<file path="src/rtl/msk_pkg.sv">
// ----------------------------------------------------------------------------
// msk_pkg: shared definitions of the MessagePack element skipper
// Lead byte classes, header kinds, status codes and the queue entry type.
// ----------------------------------------------------------------------------
package msk_pkg;

  localparam int QUEUE_DEPTH = 4;

  // Result status codes.
  typedef enum logic [1:0] {
    ST_DONE     = 2'd0,
    ST_INVALID  = 2'd1,
    ST_TRUNC    = 2'd2,
    ST_OVERFLOW = 2'd3
  } status_t;

  // What a byte means if it turns out to be a lead byte.
  typedef enum logic [1:0] {
    CLS_PAY = 2'd0,   // fixed payload follows (possibly none)
    CLS_HDR = 2'd1,   // big-endian header follows
    CLS_ADD = 2'd2,   // fixarray or fixmap: adds elements directly
    CLS_INV = 2'd3    // reserved lead byte
  } lead_cls_t;

  // Kind of header being collected.
  typedef enum logic [2:0] {
    HK_NONE    = 3'd0,
    HK_LEN     = 3'd1,
    HK_LIST    = 3'd2,
    HK_MAP     = 3'd3,
    HK_FIXEXT1 = 3'd4,
    HK_FIXEXT2 = 3'd5,
    HK_EXT     = 3'd6
  } hdr_kind_t;

  // One classified byte as it travels from the front to the back.
  typedef struct packed {
    logic [7:0] data;
    logic       first;
    logic       last;
    lead_cls_t  cls;
    logic [4:0] len;     // payload length or element increment
    hdr_kind_t  hkind;
    logic [2:0] hlen;    // header length in bytes
  } msk_entry_t;

endpackage

</file>
<file path="src/rtl/msk_front.sv">
// ----------------------------------------------------------------------------
// msk_front: input side of the element skipper
// Accepts bytes and classifies each one as a potential lead byte.
// ----------------------------------------------------------------------------
module msk_front (
  input  logic              in_tvalid,
  output logic              in_tready,
  input  logic [7:0]        in_data,
  input  logic              in_first,
  input  logic              in_last,
  input  logic              q_full,
  output logic              q_push,
  output msk_pkg::msk_entry_t q_wdata
);
  import msk_pkg::*;

  assign in_tready = !q_full;
  assign q_push    = in_tvalid && !q_full;

  always_comb begin
    q_wdata       = '0;
    q_wdata.data  = in_data;
    q_wdata.first = in_first;
    q_wdata.last  = in_last;
    q_wdata.cls   = CLS_PAY;
    q_wdata.hkind = HK_NONE;
    case (in_data)
      8'hc0, 8'hc2, 8'hc3: q_wdata.len = 5'd0;
      8'hc1: q_wdata.cls = CLS_INV;
      8'hcc, 8'hd0: q_wdata.len = 5'd1;
      8'hcd, 8'hd1: q_wdata.len = 5'd2;
      8'hca, 8'hce, 8'hd2: q_wdata.len = 5'd4;
      8'hcb, 8'hcf, 8'hd3: q_wdata.len = 5'd8;
      8'hd6: q_wdata.len = 5'd5;
      8'hd7: q_wdata.len = 5'd9;
      8'hd8: q_wdata.len = 5'd17;
      8'hc4, 8'hd9: begin
        q_wdata.cls = CLS_HDR; q_wdata.hkind = HK_LEN; q_wdata.hlen = 3'd1;
      end
      8'hc5, 8'hda: begin
        q_wdata.cls = CLS_HDR; q_wdata.hkind = HK_LEN; q_wdata.hlen = 3'd2;
      end
      8'hc6, 8'hdb: begin
        q_wdata.cls = CLS_HDR; q_wdata.hkind = HK_LEN; q_wdata.hlen = 3'd4;
      end
      8'hdc: begin
        q_wdata.cls = CLS_HDR; q_wdata.hkind = HK_LIST; q_wdata.hlen = 3'd2;
      end
      8'hdd: begin
        q_wdata.cls = CLS_HDR; q_wdata.hkind = HK_LIST; q_wdata.hlen = 3'd4;
      end
      8'hde: begin
        q_wdata.cls = CLS_HDR; q_wdata.hkind = HK_MAP; q_wdata.hlen = 3'd2;
      end
      8'hdf: begin
        q_wdata.cls = CLS_HDR; q_wdata.hkind = HK_MAP; q_wdata.hlen = 3'd4;
      end
      8'hd4: begin
        q_wdata.cls = CLS_HDR; q_wdata.hkind = HK_FIXEXT1; q_wdata.hlen = 3'd1;
      end
      8'hd5: begin
        q_wdata.cls = CLS_HDR; q_wdata.hkind = HK_FIXEXT2; q_wdata.hlen = 3'd1;
      end
      8'hc7: begin
        q_wdata.cls = CLS_HDR; q_wdata.hkind = HK_EXT; q_wdata.hlen = 3'd2;
      end
      8'hc8: begin
        q_wdata.cls = CLS_HDR; q_wdata.hkind = HK_EXT; q_wdata.hlen = 3'd3;
      end
      8'hc9: begin
        q_wdata.cls = CLS_HDR; q_wdata.hkind = HK_EXT; q_wdata.hlen = 3'd5;
      end
      default: begin
        if (in_data inside {[8'ha0:8'hbf]}) begin
          q_wdata.len = in_data[4:0];
        end else if (in_data inside {[8'h80:8'h8f]}) begin
          // A fixmap adds two elements per pair.
          q_wdata.cls = CLS_ADD;
          q_wdata.len = {in_data[3:0], 1'b0};
        end else if (in_data inside {[8'h90:8'h9f]}) begin
          q_wdata.cls = CLS_ADD;
          q_wdata.len = {1'b0, in_data[3:0]};
        end
      end
    endcase
  end

endmodule

</file>
<file path="src/rtl/msk_queue.sv">
// ----------------------------------------------------------------------------
// msk_queue: short queue between front and back
// Holds classified bytes so that either side can stall on its own.
// ----------------------------------------------------------------------------
module msk_queue #(
  parameter int DEPTH = msk_pkg::QUEUE_DEPTH
) (
  input  logic                clk,
  input  logic                rst_n,
  input  logic                push,
  input  msk_pkg::msk_entry_t wdata,
  output logic                full,
  input  logic                pop,
  output logic                valid,
  output msk_pkg::msk_entry_t rdata
);
  import msk_pkg::*;

  localparam int PTR_W = $clog2(DEPTH);
  localparam int CNT_W = $clog2(DEPTH + 1);

  msk_entry_t       entries_r [DEPTH];
  logic [PTR_W-1:0] wr_ptr_r, wr_ptr_nxt;
  logic [PTR_W-1:0] rd_ptr_r, rd_ptr_nxt;
  logic [CNT_W-1:0] count_r, count_nxt;

  assign full  = (count_r == CNT_W'(DEPTH));
  assign valid = (count_r != '0);
  assign rdata = entries_r[rd_ptr_r];

  always_comb begin
    wr_ptr_nxt = wr_ptr_r;
    rd_ptr_nxt = rd_ptr_r;
    count_nxt  = count_r;
    if (push) begin
      wr_ptr_nxt = (wr_ptr_r == PTR_W'(DEPTH - 1)) ? '0 : wr_ptr_r + 1'b1;
    end
    if (pop) begin
      rd_ptr_nxt = (rd_ptr_r == PTR_W'(DEPTH - 1)) ? '0 : rd_ptr_r + 1'b1;
    end
    if (push && !pop) begin
      count_nxt = count_r + 1'b1;
    end else if (pop && !push) begin
      count_nxt = count_r - 1'b1;
    end
  end

  always_ff @(posedge clk) begin
    if (!rst_n) begin
      wr_ptr_r <= '0;
      rd_ptr_r <= '0;
      count_r  <= '0;
    end else begin
      wr_ptr_r <= wr_ptr_nxt;
      rd_ptr_r <= rd_ptr_nxt;
      count_r  <= count_nxt;
    end
  end

  always_ff @(posedge clk) begin
    if (push) begin
      entries_r[wr_ptr_r] <= wdata;
    end
  end

endmodule

</file>
<file path="src/rtl/msk_back.sv">
// ----------------------------------------------------------------------------
// msk_back: parse engine of the element skipper
// Tracks pending elements, headers and payload skips, and registers results.
// ----------------------------------------------------------------------------
module msk_back (
  input  logic                clk,
  input  logic                rst_n,
  input  logic [31:0]         element_count,
  input  logic                q_valid,
  input  msk_pkg::msk_entry_t q_rdata,
  output logic                q_pop,
  output logic                out_tvalid,
  input  logic                out_tready,
  output logic [1:0]          out_status,
  output logic [31:0]         out_size,
  output logic                out_nonstorage
);
  import msk_pkg::*;

  logic        active_r, active_nxt;
  logic [31:0] pend_r, pend_nxt;
  logic [2:0]  hbl_r, hbl_nxt;
  logic [31:0] hval_r, hval_nxt;
  hdr_kind_t   hkind_r, hkind_nxt;
  logic [31:0] pay_r, pay_nxt;
  logic [31:0] cnt_r, cnt_nxt;
  logic        ns_r, ns_nxt;

  logic        ovalid_r, ovalid_nxt;
  status_t     ostatus_r, ostatus_nxt;
  logic [31:0] osize_r, osize_nxt;
  logic        ons_r, ons_nxt;

  logic        res_valid;
  logic        err;
  status_t     err_code;
  logic [33:0] sum;

  assign q_pop          = q_valid && (!ovalid_r || out_tready);
  assign out_tvalid     = ovalid_r;
  assign out_status     = ostatus_r;
  assign out_size       = osize_r;
  assign out_nonstorage = ons_r;

  always_comb begin
    active_nxt = active_r;
    pend_nxt   = pend_r;
    hbl_nxt    = hbl_r;
    hval_nxt   = hval_r;
    hkind_nxt  = hkind_r;
    pay_nxt    = pay_r;
    cnt_nxt    = cnt_r;
    ns_nxt     = ns_r;
    res_valid  = 1'b0;
    err        = 1'b0;
    err_code   = ST_INVALID;
    sum        = '0;
    ostatus_nxt = ostatus_r;
    osize_nxt   = osize_r;
    ons_nxt     = ons_r;

    if (q_pop) begin
      if (q_rdata.first) begin
        active_nxt = 1'b1;
        pend_nxt   = element_count;
        hbl_nxt    = '0;
        hval_nxt   = '0;
        hkind_nxt  = HK_NONE;
        pay_nxt    = '0;
        cnt_nxt    = '0;
        ns_nxt     = 1'b0;
        // An empty parse answers at once with size zero and does not count the byte.
        if (element_count == '0) begin
          active_nxt  = 1'b0;
          res_valid   = 1'b1;
          ostatus_nxt = ST_DONE;
          osize_nxt   = '0;
          ons_nxt     = 1'b0;
        end
      end

      if (active_nxt) begin
        cnt_nxt = cnt_nxt + 1'b1;
        if (pay_nxt != '0) begin
          pay_nxt = pay_nxt - 1'b1;
        end else if (hbl_nxt != '0) begin
          hbl_nxt = hbl_nxt - 1'b1;
          // The last byte of an ext header is the type, not part of the length.
          if (!((hkind_nxt == HK_EXT || hkind_nxt == HK_FIXEXT1 ||
                 hkind_nxt == HK_FIXEXT2) && hbl_nxt == '0)) begin
            hval_nxt = {hval_nxt[23:0], q_rdata.data};
          end
          if (hbl_nxt == '0) begin
            case (hkind_nxt)
              HK_LEN: pay_nxt = hval_nxt;
              HK_LIST: begin
                sum = {2'b00, pend_nxt} + {2'b00, hval_nxt};
                if (sum[33:32] != 2'b00) begin
                  err = 1'b1; err_code = ST_OVERFLOW;
                end else begin
                  pend_nxt = sum[31:0];
                end
              end
              HK_MAP: begin
                sum = {2'b00, pend_nxt} + {1'b0, hval_nxt, 1'b0};
                if (sum[33:32] != 2'b00) begin
                  err = 1'b1; err_code = ST_OVERFLOW;
                end else begin
                  pend_nxt = sum[31:0];
                end
              end
              HK_FIXEXT1, HK_FIXEXT2: begin
                if (q_rdata.data == 8'hff) ns_nxt = 1'b1;
                pay_nxt = (hkind_nxt == HK_FIXEXT1) ? 32'd1 : 32'd2;
              end
              default: begin
                if (q_rdata.data == 8'hff && hval_nxt != '0 && hval_nxt < 32'd4) begin
                  ns_nxt = 1'b1;
                end
                pay_nxt = hval_nxt;
              end
            endcase
            hkind_nxt = HK_NONE;
          end
        end else begin
          pend_nxt = pend_nxt - 1'b1;
          case (q_rdata.cls)
            CLS_INV: begin
              err = 1'b1; err_code = ST_INVALID;
            end
            CLS_PAY: pay_nxt = {27'd0, q_rdata.len};
            CLS_HDR: begin
              hkind_nxt = q_rdata.hkind;
              hbl_nxt   = q_rdata.hlen;
              hval_nxt  = '0;
            end
            default: begin
              sum = {2'b00, pend_nxt} + {29'd0, q_rdata.len};
              if (sum[33:32] != 2'b00) begin
                err = 1'b1; err_code = ST_OVERFLOW;
              end else begin
                pend_nxt = sum[31:0];
              end
            end
          endcase
        end

        if (err) begin
          res_valid   = 1'b1;
          ostatus_nxt = err_code;
          osize_nxt   = '0;
          ons_nxt     = 1'b0;
        end else if (hbl_nxt == '0 && pay_nxt == '0 && pend_nxt == '0) begin
          res_valid   = 1'b1;
          ostatus_nxt = ST_DONE;
          osize_nxt   = cnt_nxt;
          ons_nxt     = ns_nxt;
        end else if (q_rdata.last) begin
          res_valid   = 1'b1;
          ostatus_nxt = ST_TRUNC;
          osize_nxt   = '0;
          ons_nxt     = 1'b0;
        end
        if (res_valid) active_nxt = 1'b0;
      end
    end

    if (res_valid) begin
      ovalid_nxt = 1'b1;
    end else if (out_tready) begin
      ovalid_nxt = 1'b0;
    end else begin
      ovalid_nxt = ovalid_r;
    end
  end

  always_ff @(posedge clk) begin
    if (!rst_n) begin
      active_r <= 1'b0;
      pend_r   <= '0;
      hbl_r    <= '0;
      hval_r   <= '0;
      hkind_r  <= HK_NONE;
      pay_r    <= '0;
      cnt_r    <= '0;
      ns_r     <= 1'b0;
      ovalid_r <= 1'b0;
    end else begin
      active_r <= active_nxt;
      pend_r   <= pend_nxt;
      hbl_r    <= hbl_nxt;
      hval_r   <= hval_nxt;
      hkind_r  <= hkind_nxt;
      pay_r    <= pay_nxt;
      cnt_r    <= cnt_nxt;
      ns_r     <= ns_nxt;
      ovalid_r <= ovalid_nxt;
    end
  end

  always_ff @(posedge clk) begin
    ostatus_r <= ostatus_nxt;
    osize_r   <= osize_nxt;
    ons_r     <= ons_nxt;
  end

  // A running parse always has something left to skip.
  a_active_has_work: assert property (@(posedge clk) disable iff (!rst_n)
    active_r |-> (pend_r != '0 || hbl_r != '0 || pay_r != '0))
    else $error("active parse with nothing pending");

  // Header collection and payload skipping never overlap.
  a_hdr_pay_exclusive: assert property (@(posedge clk) disable iff (!rst_n)
    !(hbl_r != '0 && pay_r != '0))
    else $error("header and payload counters both running");

  // Every result closes the parse.
  a_result_ends_parse: assert property (@(posedge clk) disable iff (!rst_n)
    res_valid |=> !active_r)
    else $error("parse still active after a result");

  // A byte is never taken while a finished result would be overwritten.
  a_no_overwrite: assert property (@(posedge clk) disable iff (!rst_n)
    (ovalid_r && !out_tready) |-> !q_pop)
    else $error("byte processed while result stalled");

endmodule

</file>
<file path="src/rtl/msgpack_element_skipper.sv">
// ----------------------------------------------------------------------------
// msgpack_element_skipper: MessagePack element skip parser
// Skips a configured number of top-level elements of a byte stream.
// ----------------------------------------------------------------------------
// The block takes one MessagePack byte per cycle while the queue has room,
// which it keeps unless a result waits on out_tready: every byte is
// classified on entry, passes a short queue and is applied by the back end
// to the pending, header and payload counters. A result is offered once the
// byte that causes it is transferred (the byte is written into the queue,
// then the result into the output register), and input transfers continue
// while a result waits, until the queue fills. A byte with tuser set starts
// a parse; tlast marks the final byte of the buffer. element_count is written
// through cfg_we/cfg_wdata and resets to 1; the user must write it only while
// the block is idle, which the block itself does not enforce.
module msgpack_element_skipper #(
  parameter int QUEUE_DEPTH = msk_pkg::QUEUE_DEPTH
) (
  input  logic        clk,
  input  logic        rst_n,
  input  logic        cfg_we,
  input  logic [31:0] cfg_wdata,     // element_count
  input  logic        in_tvalid,
  output logic        in_tready,
  input  logic [7:0]  in_tdata,      // [7:0] data_byte
  input  logic        in_tuser,      // [0] first_byte
  input  logic        in_tlast,      // last_byte
  output logic        out_tvalid,
  input  logic        out_tready,
  output logic [39:0] out_tdata      // [1:0] status, [33:2] consumed_size,
                                     // [34] nonstorage_seen, [39:35] zero
);
  import msk_pkg::*;

  logic [31:0] element_count_r;
  logic        q_full, q_push, q_valid, q_pop;
  msk_entry_t  q_wdata, q_rdata;
  logic [1:0]  res_status;
  logic [31:0] res_size;
  logic        res_ns;

  always_ff @(posedge clk) begin
    if (!rst_n) begin
      element_count_r <= 32'd1;
    end else if (cfg_we) begin
      element_count_r <= cfg_wdata;
    end
  end

  msk_front u_front (
    .in_tvalid (in_tvalid),
    .in_tready (in_tready),
    .in_data   (in_tdata),
    .in_first  (in_tuser),
    .in_last   (in_tlast),
    .q_full    (q_full),
    .q_push    (q_push),
    .q_wdata   (q_wdata)
  );

  msk_queue #(
    .DEPTH (QUEUE_DEPTH)
  ) u_queue (
    .clk   (clk),
    .rst_n (rst_n),
    .push  (q_push),
    .wdata (q_wdata),
    .full  (q_full),
    .pop   (q_pop),
    .valid (q_valid),
    .rdata (q_rdata)
  );

  msk_back u_back (
    .clk            (clk),
    .rst_n          (rst_n),
    .element_count  (element_count_r),
    .q_valid        (q_valid),
    .q_rdata        (q_rdata),
    .q_pop          (q_pop),
    .out_tvalid     (out_tvalid),
    .out_tready     (out_tready),
    .out_status     (res_status),
    .out_size       (res_size),
    .out_nonstorage (res_ns)
  );

  assign out_tdata = {5'd0, res_ns, res_size, res_status};

endmodule
</file>
<file path="config.mk">
export PLATFORM = sky130hd
export DESIGN_NAME = msgpack_element_skipper
export DESIGN_NICKNAME = d
export VERILOG_FILES = /design/src/rtl/msk_pkg.sv /design/src/rtl/msk_front.sv /design/src/rtl/msk_queue.sv /design/src/rtl/msk_back.sv /design/src/rtl/msgpack_element_skipper.sv
export SDC_FILE = /design/constraint.sdc
export NUM_CORES = 1
export LEC_CHECK = 0
export BUFFER_PORTS_ARGS = -buffer_cell sky130_fd_sc_hd__buf_2
export CAP_MARGIN = 10
export CORE_MARGIN = 10
export CORE_UTILIZATION = 35
export DETAILED_ROUTE_END_ITERATION = 10
export HOLD_SLACK_MARGIN = 0.12
export PLACE_DENSITY = 0.6
export SLEW_MARGIN = 20
export SYNTH_ARGS = -nofsm -noshare
export SYNTH_HDL_FRONTEND = slang
export SYNTH_SLANG_ARGS = --single-unit
</file>
<file path="constraint.sdc">
create_clock -name clk -period 11.3 [get_ports clk]
set_input_delay 2.26 -clock clk [delete_from_list [all_inputs] [get_ports clk]]
set_output_delay 2.26 -clock clk [all_outputs]
set_load 0.01 [all_outputs]
</file>
# Word level (Yosys, flattened, before mapping)
# Memory sizes are Yosys's and may differ from the RTL's. A register that Yosys moved wholly into a read port is not among the register bits.
# Index checks and enable logic that the tools add are counted.
dict set report word_totals {
  register_bits 211
  ram_bits 92
  output_inout_bits 42
  mem_count 1
}
dict set report classes {
  n_addsub 11
  n_lt_le_gt_ge 7
  eq_ne 44
  muxes 127
  n_reduce_logical 49
}
# name depth width read_ports rd_clocked_by_memory_dff wr line_no
set memory_table {}
lappend memory_table {u_queue.entries_r 4 23 1 1 1 msk_queue.sv:22} ;# msk_entry_t entries_r [DEPTH];
# op n
set op_table {}
lappend op_table {{$mux W32} 40}
lappend op_table {{$eq A8 B8 Y1 const B} 33}
lappend op_table {{$pmux W32 S2} 2}
lappend op_table {{$logic_not A32 Y1} 3}
lappend op_table {{$pmux W6 S12} 1}
lappend op_table {{$reduce_bool A32 Y1} 2}
lappend op_table {{$sub A32 B1 Y32 const B} 2}
lappend op_table {{$mux W3} 17}
lappend op_table {{$pmux W5 S8} 1}
lappend op_table {{$mux W1} 39}
lappend op_table {{$mux W2} 19}
lappend op_table {{$add A32 B33 Y34} 1}
lappend op_table {{$add A32 B32 Y33} 1}
lappend op_table {{$add A32 B5 Y33} 1}
lappend op_table {{$add A32 B1 Y32 const B} 1}
lappend op_table {{$lt A32 B3 Y1 const B} 1}
lappend op_table {{$ge A8 B8 Y1 const B} 3}
lappend op_table {{$le A8 B8 Y1 const B} 3}
lappend op_table {{$reduce_or A19 Y1} 1}
lappend op_table {{$reduce_or A16 Y1} 1}
lappend op_table {{$reduce_or A2 Y1} 8}
lappend op_table {{$reduce_or A15 Y1} 1}
lappend op_table {{$mux W7} 2}
lappend op_table {{$eq A3 B3 Y1 const B} 4}
lappend op_table {{19 further kinds} 51}

# Longest topological paths before layout
dict set report logic_depth {
  ltp_word 31
  ltp_mapped 38
}

# Modules after synthesis
# A second synthesis with hierarchy kept.
dict set report unflattened {
  cells_unflattened 2870
  area_unflattened_um2 24063.1
}
# module n_inst cells_per_inst area_per_inst_um2 seq_area_each_um2
set by_module_without_submodules {}
lappend by_module_without_submodules {msk_back 1 2505 18383.9 3793.6}
lappend by_module_without_submodules {msk_queue 1 164 3812.4 2942.8}
lappend by_module_without_submodules {msgpack_element_skipper 1 110 1290.0 640.6}
lappend by_module_without_submodules {msk_front 1 91 576.8 0.0}

# Least setup slack after synthesis
# Ideal clock, no wire load.
dict set report synth_timing {
  path_type {register to register}
  from {register with a tool-made name}
  to {register u_back.osize_r[11], in the netlist u_back.out_size[11] (data pin)}
  setup_ns 0.269
  arrival_ns 8.557
  required_ns 11.031
  path_slack_ns 2.475
  stages_incl_launch_ff 38
  n_path_buf 13
  cell_sequence {dfxtp_1 clkbuf_1 mux2_2 mux2i_1 clkbuf_1 buf_2 clkbuf_1 clkbuf_1 buf_2 nand2_1 ha_1 ha_1 and3_1 clkbuf_1 buf_2 clkbuf_1 buf_1 nand3_1 [2 not listed] clkbuf_1 a21o_1 a31oi_1 o21ai_0 a221o_1 a211oi_1 a2bb2oi_2 a32o_1 or3_1 buf_2 a32o_1 nor4_1 nand4_1 nor3_2 nand3_4 a31oi_4 buf_6 o22ai_1}
}
# element line_no
set synth_lines {}
lappend synth_lines {{end signal: assignment} msk_back.sv:203} ;# osize_r <= osize_nxt;
lappend synth_lines {{end: declaration} msk_back.sv:31} ;# logic [31:0] osize_r, osize_nxt;

==> impl_metrics.env <==
export IMPL_synthDistinctLibCells=107
export IMPL_netlist_area_um2=25110
export IMPL_drt_first_pass_iters=8
export IMPL_r2r_end="u_back.out_size[30]"
export IMPL_ys_flop_type="dfxtp_1"
export IMPL_cts_buffers=36
export IMPL_ant_nets=0
export IMPL_powerDensity_nw_per_um2=287.9
export IMPL_hold_start="u_back.pend_r[31]"
export IMPL_swShare_pct=54.01
export IMPL_gr_total_overflow=0
export IMPL_tightestPinTransition_ps=1100
export IMPL_rows=98
export IMPL_placed_cells=4045
export IMPL_dieArea_um2=82850
export IMPL_finClkSkew_ps=22.24
export IMPL_synth_simple_area_share_pct=23.30
export IMPL_ys_warn_count=0
export IMPL_arrival_ps=10960
export IMPL_routed_wl_mm=111.4
export IMPL_grtUsageTotal_pct=25.72
export IMPL_initial_core_util_pct=35.24
export IMPL_grt_max_degree=100
export IMPL_seqCellArea_um2=7378
export IMPL_clock_sinks=305
export IMPL_synth_top_area_share_pct=15.19
export IMPL_maxCapViolCount=0
export IMPL_dr_first_iter_drc_count=3361
export IMPL_synth_compound_area_share_pct=26.97
export IMPL_critPathKind="reg2reg"
export IMPL_stdcell_count=4111
export IMPL_cts_resized=0
export IMPL_crit_path_start_kind="register"
export IMPL_ys_async_sr_fraction_pct=0
export IMPL_clockBufferDepth=3
export IMPL_synth_xor_area_share_pct=4.919
export IMPL_synth_top_family_by_area="compound AO/OA/AOI/OAI gates"
export IMPL_crit_required_ps=11660
export IMPL_comb_power_share_pct=65.6
export IMPL_synthCells=3146
export IMPL_syn_to_final_growth_pct=10.00
export IMPL_synth_seq_cells=305
export IMPL_report_final_slew_viol_count=0
export IMPL_hold_viol_final=0
export IMPL_hold_path_class="reg2reg"
export IMPL_yosysTopAreaCell="edfxtp_1"
export IMPL_whs_path_depth=2
export IMPL_p_leak_nw=10.17
export IMPL_fmax_mhz=94.36
export IMPL_p_switching_mw=4.294
export IMPL_cp_max_fo=31
export IMPL_vias=26532
export IMPL_core_area_um2=71240
export IMPL_dieWidth_um=287.8
export IMPL_rsz0062_at_grt="no"
export IMPL_utilization_pct=38.77
export IMPL_synthTopCellsByArea="edfxtp_1 15%, dfxtp_1 14%, nor2_1 5.0%"
export IMPL_drc=0
export IMPL_intPower_mw=3.656
export IMPL_post_place_ws_ps=1012
export IMPL_timing_hold_ws_ps=461.1
export IMPL_synth_adder_area_share_pct=3.757
export IMPL_place_hpwl_mm=84.80
export IMPL_whs_endpoint="u_back.pend_r[31]"
export IMPL_end_kind="register"
export IMPL_num_antenna_cells=0
export IMPL_reg2reg_depth=26
export IMPL_tritoncts="built"
export IMPL_clkPwrFrac_pct=14.8
export IMPL_viasPerCell=6.454
export IMPL_setup_violations=0
export IMPL_root_buffer="clkbuf_16"
export IMPL_gp_congestion=1.068
export IMPL_fin_crit_ps=10600
export IMPL_wire_per_inst_um=27.10
export IMPL_multi_input_area_um2=16440
export IMPL_fillCellCount=7333
export IMPL_insertion_delay_ps=570
export IMPL_port_buffers=83
export IMPL_ys_seq_area_share_pct=29.38
export IMPL_status="complete, no violations"
export IMPL_ir_drop_mv=0.1787
export IMPL_tns_ps=0
export IMPL_synthMuxAreaShare_pct=6.129
export IMPL_fin_nets=3247
export IMPL_rrSetupSlack_ps=700
export IMPL_antenna_found_initial=3
export IMPL_die_y_um=287.8
export IMPL_fin_crit_sh_pct=93.78
export IMPL_maxSlewHeadroom_pct=26.69
export IMPL_htreeDepth=2
export IMPL_syn_avg_cell_area_um2=7.981
export IMPL_fin_ws_ps=702.4
export IMPL_synth_edf_count=127
export IMPL_drive_gt1_share_pct=10.95
export IMPL_cts_clk_slew_worst_paths_ps=60
export IMPL_grt_pass1_vias=24353
export IMPL_cts_hold_buffers=0
export IMPL_grt_pass1_wl_mm=162.6
export IMPL_num_io_pins=89
export IMPL_p_seq_share_pct=19.7
export IMPL_postCtsSetupBuffers=0
-- cells by family (layout without fill, tap and decap cells) --
group                      after synthesis  in the layout
DFF                                    305            305
adders and majority gates               76             76
and+or+nand+nor                       1197           1197
muxes                                  122            122
other                                    1              5
AOI/OAI and AO/OA                      973            973
buffers and inverters                  331            342
xor gates and xnor gates               141            141
-- sequential cells by signal, summed over array words and instances, names as in the netlist, named ones only --
signal and cells:
u_back.pend_r 32, u_back.ns_r 1, u_queue.entries_r 92, element_count_r 32, u_back.cnt_r 32, u_back.hbl_r 3, u_queue.wr_ptr_r 2, u_back.out_size 32
u_queue.count_r 3, u_queue.rd_ptr_r 2, u_back.hval_r 32, u_back.hkind_r 3, u_back.active_r 1, u_back.out_tvalid 1, u_back.out_status 2, u_back.pay_r 32
u_back.out_nonstorage 1
-- worst max-delay path, stage by stage (launching register included) --
cell,delay (ps)
dfxtp_1,300
buf_4,340
mux2_2,430
mux2i_4,610
nand2_1,260
ha_1,270
ha_2,350
nand3_1,80
buf_4,260
nor2_1,480
buf_4,290
nand2_1,70
a21oi_1,500
ha_1,410
and3_1,230
nand2_1,120
a2111oi_0,790
o311a_1,340
a2bb2oi_2,460
o22ai_1,270
or3_1,670
a31o_2,350
a311o_1,310
o41ai_1,670
and4b_1,430
nand3_2,710
o22ai_1,340
-- power groups by stage --
| stage | logic [mW] | clock network [mW] | registers (mW) |
|---|---|---|---|
| 2_1_floorplan | 3.29 | 0 | 1.53 |
| 3_3_place_gp | 5.01 | 0 | 1.57 |
| 3_5_place_dp | 5.00 | 0 | 1.58 |
| 4_1_cts | 5.02 | 1.20 | 1.56 |
| 5_1_grt | 5.45 | 1.24 | 1.58 |
| 6_report | 5.21 | 1.17 | 1.56 |
-- worst max-delay path by stage --
| stage | end | slack [ps] |
|---|---|---|
| final | u_back.out_size[30] | 700 |
| after global routing | u_back.out_size[30] | 560 |
| after CTS | u_back.out_size[30] | 990 |
| after detailed placement | u_back.out_size[26] | 1010 |
| after global placement | u_back.out_size[30] | 1200 |
| after floorplan | u_back.out_size[11] | 2470 |
-- per-stage QoR --
| step | cell area (um^2) | total power [mW] |
|---|---|---|
| CTS | 27620 | 7.775 |
| finish | 27620 | 7.951 |
| detailed placement | 26460 | 6.576 |
| global route | 27620 | 8.276 |
| floorplan | 25120 | 4.828 |
| global placement | 26430 | 6.588 |
-- per-layer routing --
layer	wire (um)	track usage, %	vias up	share of wire [%]
li1	-	-	11884	-
met1	45930	34.17	12799	41
met2	49390	40.47	1500	44
met3	9949	3.895	345	8.9
met4	6112	12.12	4	5.5
met5	27	0	-	0.024
-- synthesized netlist by cell type, types with 21 or more instances --
| library cell | n |
|---|---|
| nor2_1 | 335 |
| nand2_1 | 292 |
| a21oi_1 | 213 |
| dfxtp_1 | 178 |
| o21ai_0 | 174 |
| clkbuf_1 | 150 |
| nand3_1 | 129 |
| edfxtp_1 | 127 |
| inv_1 | 114 |
| nor3_1 | 104 |
| xnor2_1 | 94 |
| mux2i_1 | 81 |
| a22oi_1 | 72 |
| ha_1 | 65 |
| a21o_1 | 47 |
| xor2_1 | 47 |
| nand4_1 | 46 |
| nor4_1 | 44 |
| a31oi_1 | 41 |
| o211ai_1 | 38 |
| a211oi_1 | 32 |
| or3_1 | 32 |
| or4_1 | 31 |
| and3_1 | 30 |
| a221oi_1 | 27 |
| and2_1 | 27 |
| o22ai_1 | 26 |
| nor2b_1 | 24 |
| buf_1 | 23 |
| mux4_2 | 23 |
| buf_2 | 21 |
-- cell usage in the layout (no fill, tap or decap), types with 64 or more instances in the layout --
| cell | synthesis | final |
|---|---|---|
| nor3_1 | 104 | 103 |
| edfxtp_1 | 127 | 127 |
| o21ai_0 | 174 | 174 |
| dfxtp_1 | 178 | 177 |
| mux2i_1 | 81 | 80 |
| inv_1 | 114 | 113 |
| buf_2 | 21 | 83 |
| nor2_1 | 335 | 331 |
| nand3_1 | 129 | 128 |
| a22oi_1 | 72 | 72 |
| nand2_1 | 292 | 291 |
| a21oi_1 | 213 | 212 |
| buf_4 | 6 | 74 |
| xnor2_1 | 94 | 94 |
| ha_1 | 65 | 64 |
-- final cells by class --
type | count | share of cell area (%)
tap | 950 | 4.304
clock buffer | 48 | 3.461
clock inverter | 18 | 0.7384
sequential | 305 | 26.71
inverter | 118 | 1.626
timing repair buffer | 158 | 3.615
multi-input combinational | 2514 | 59.54
Power figures use the tool's default switching activity.
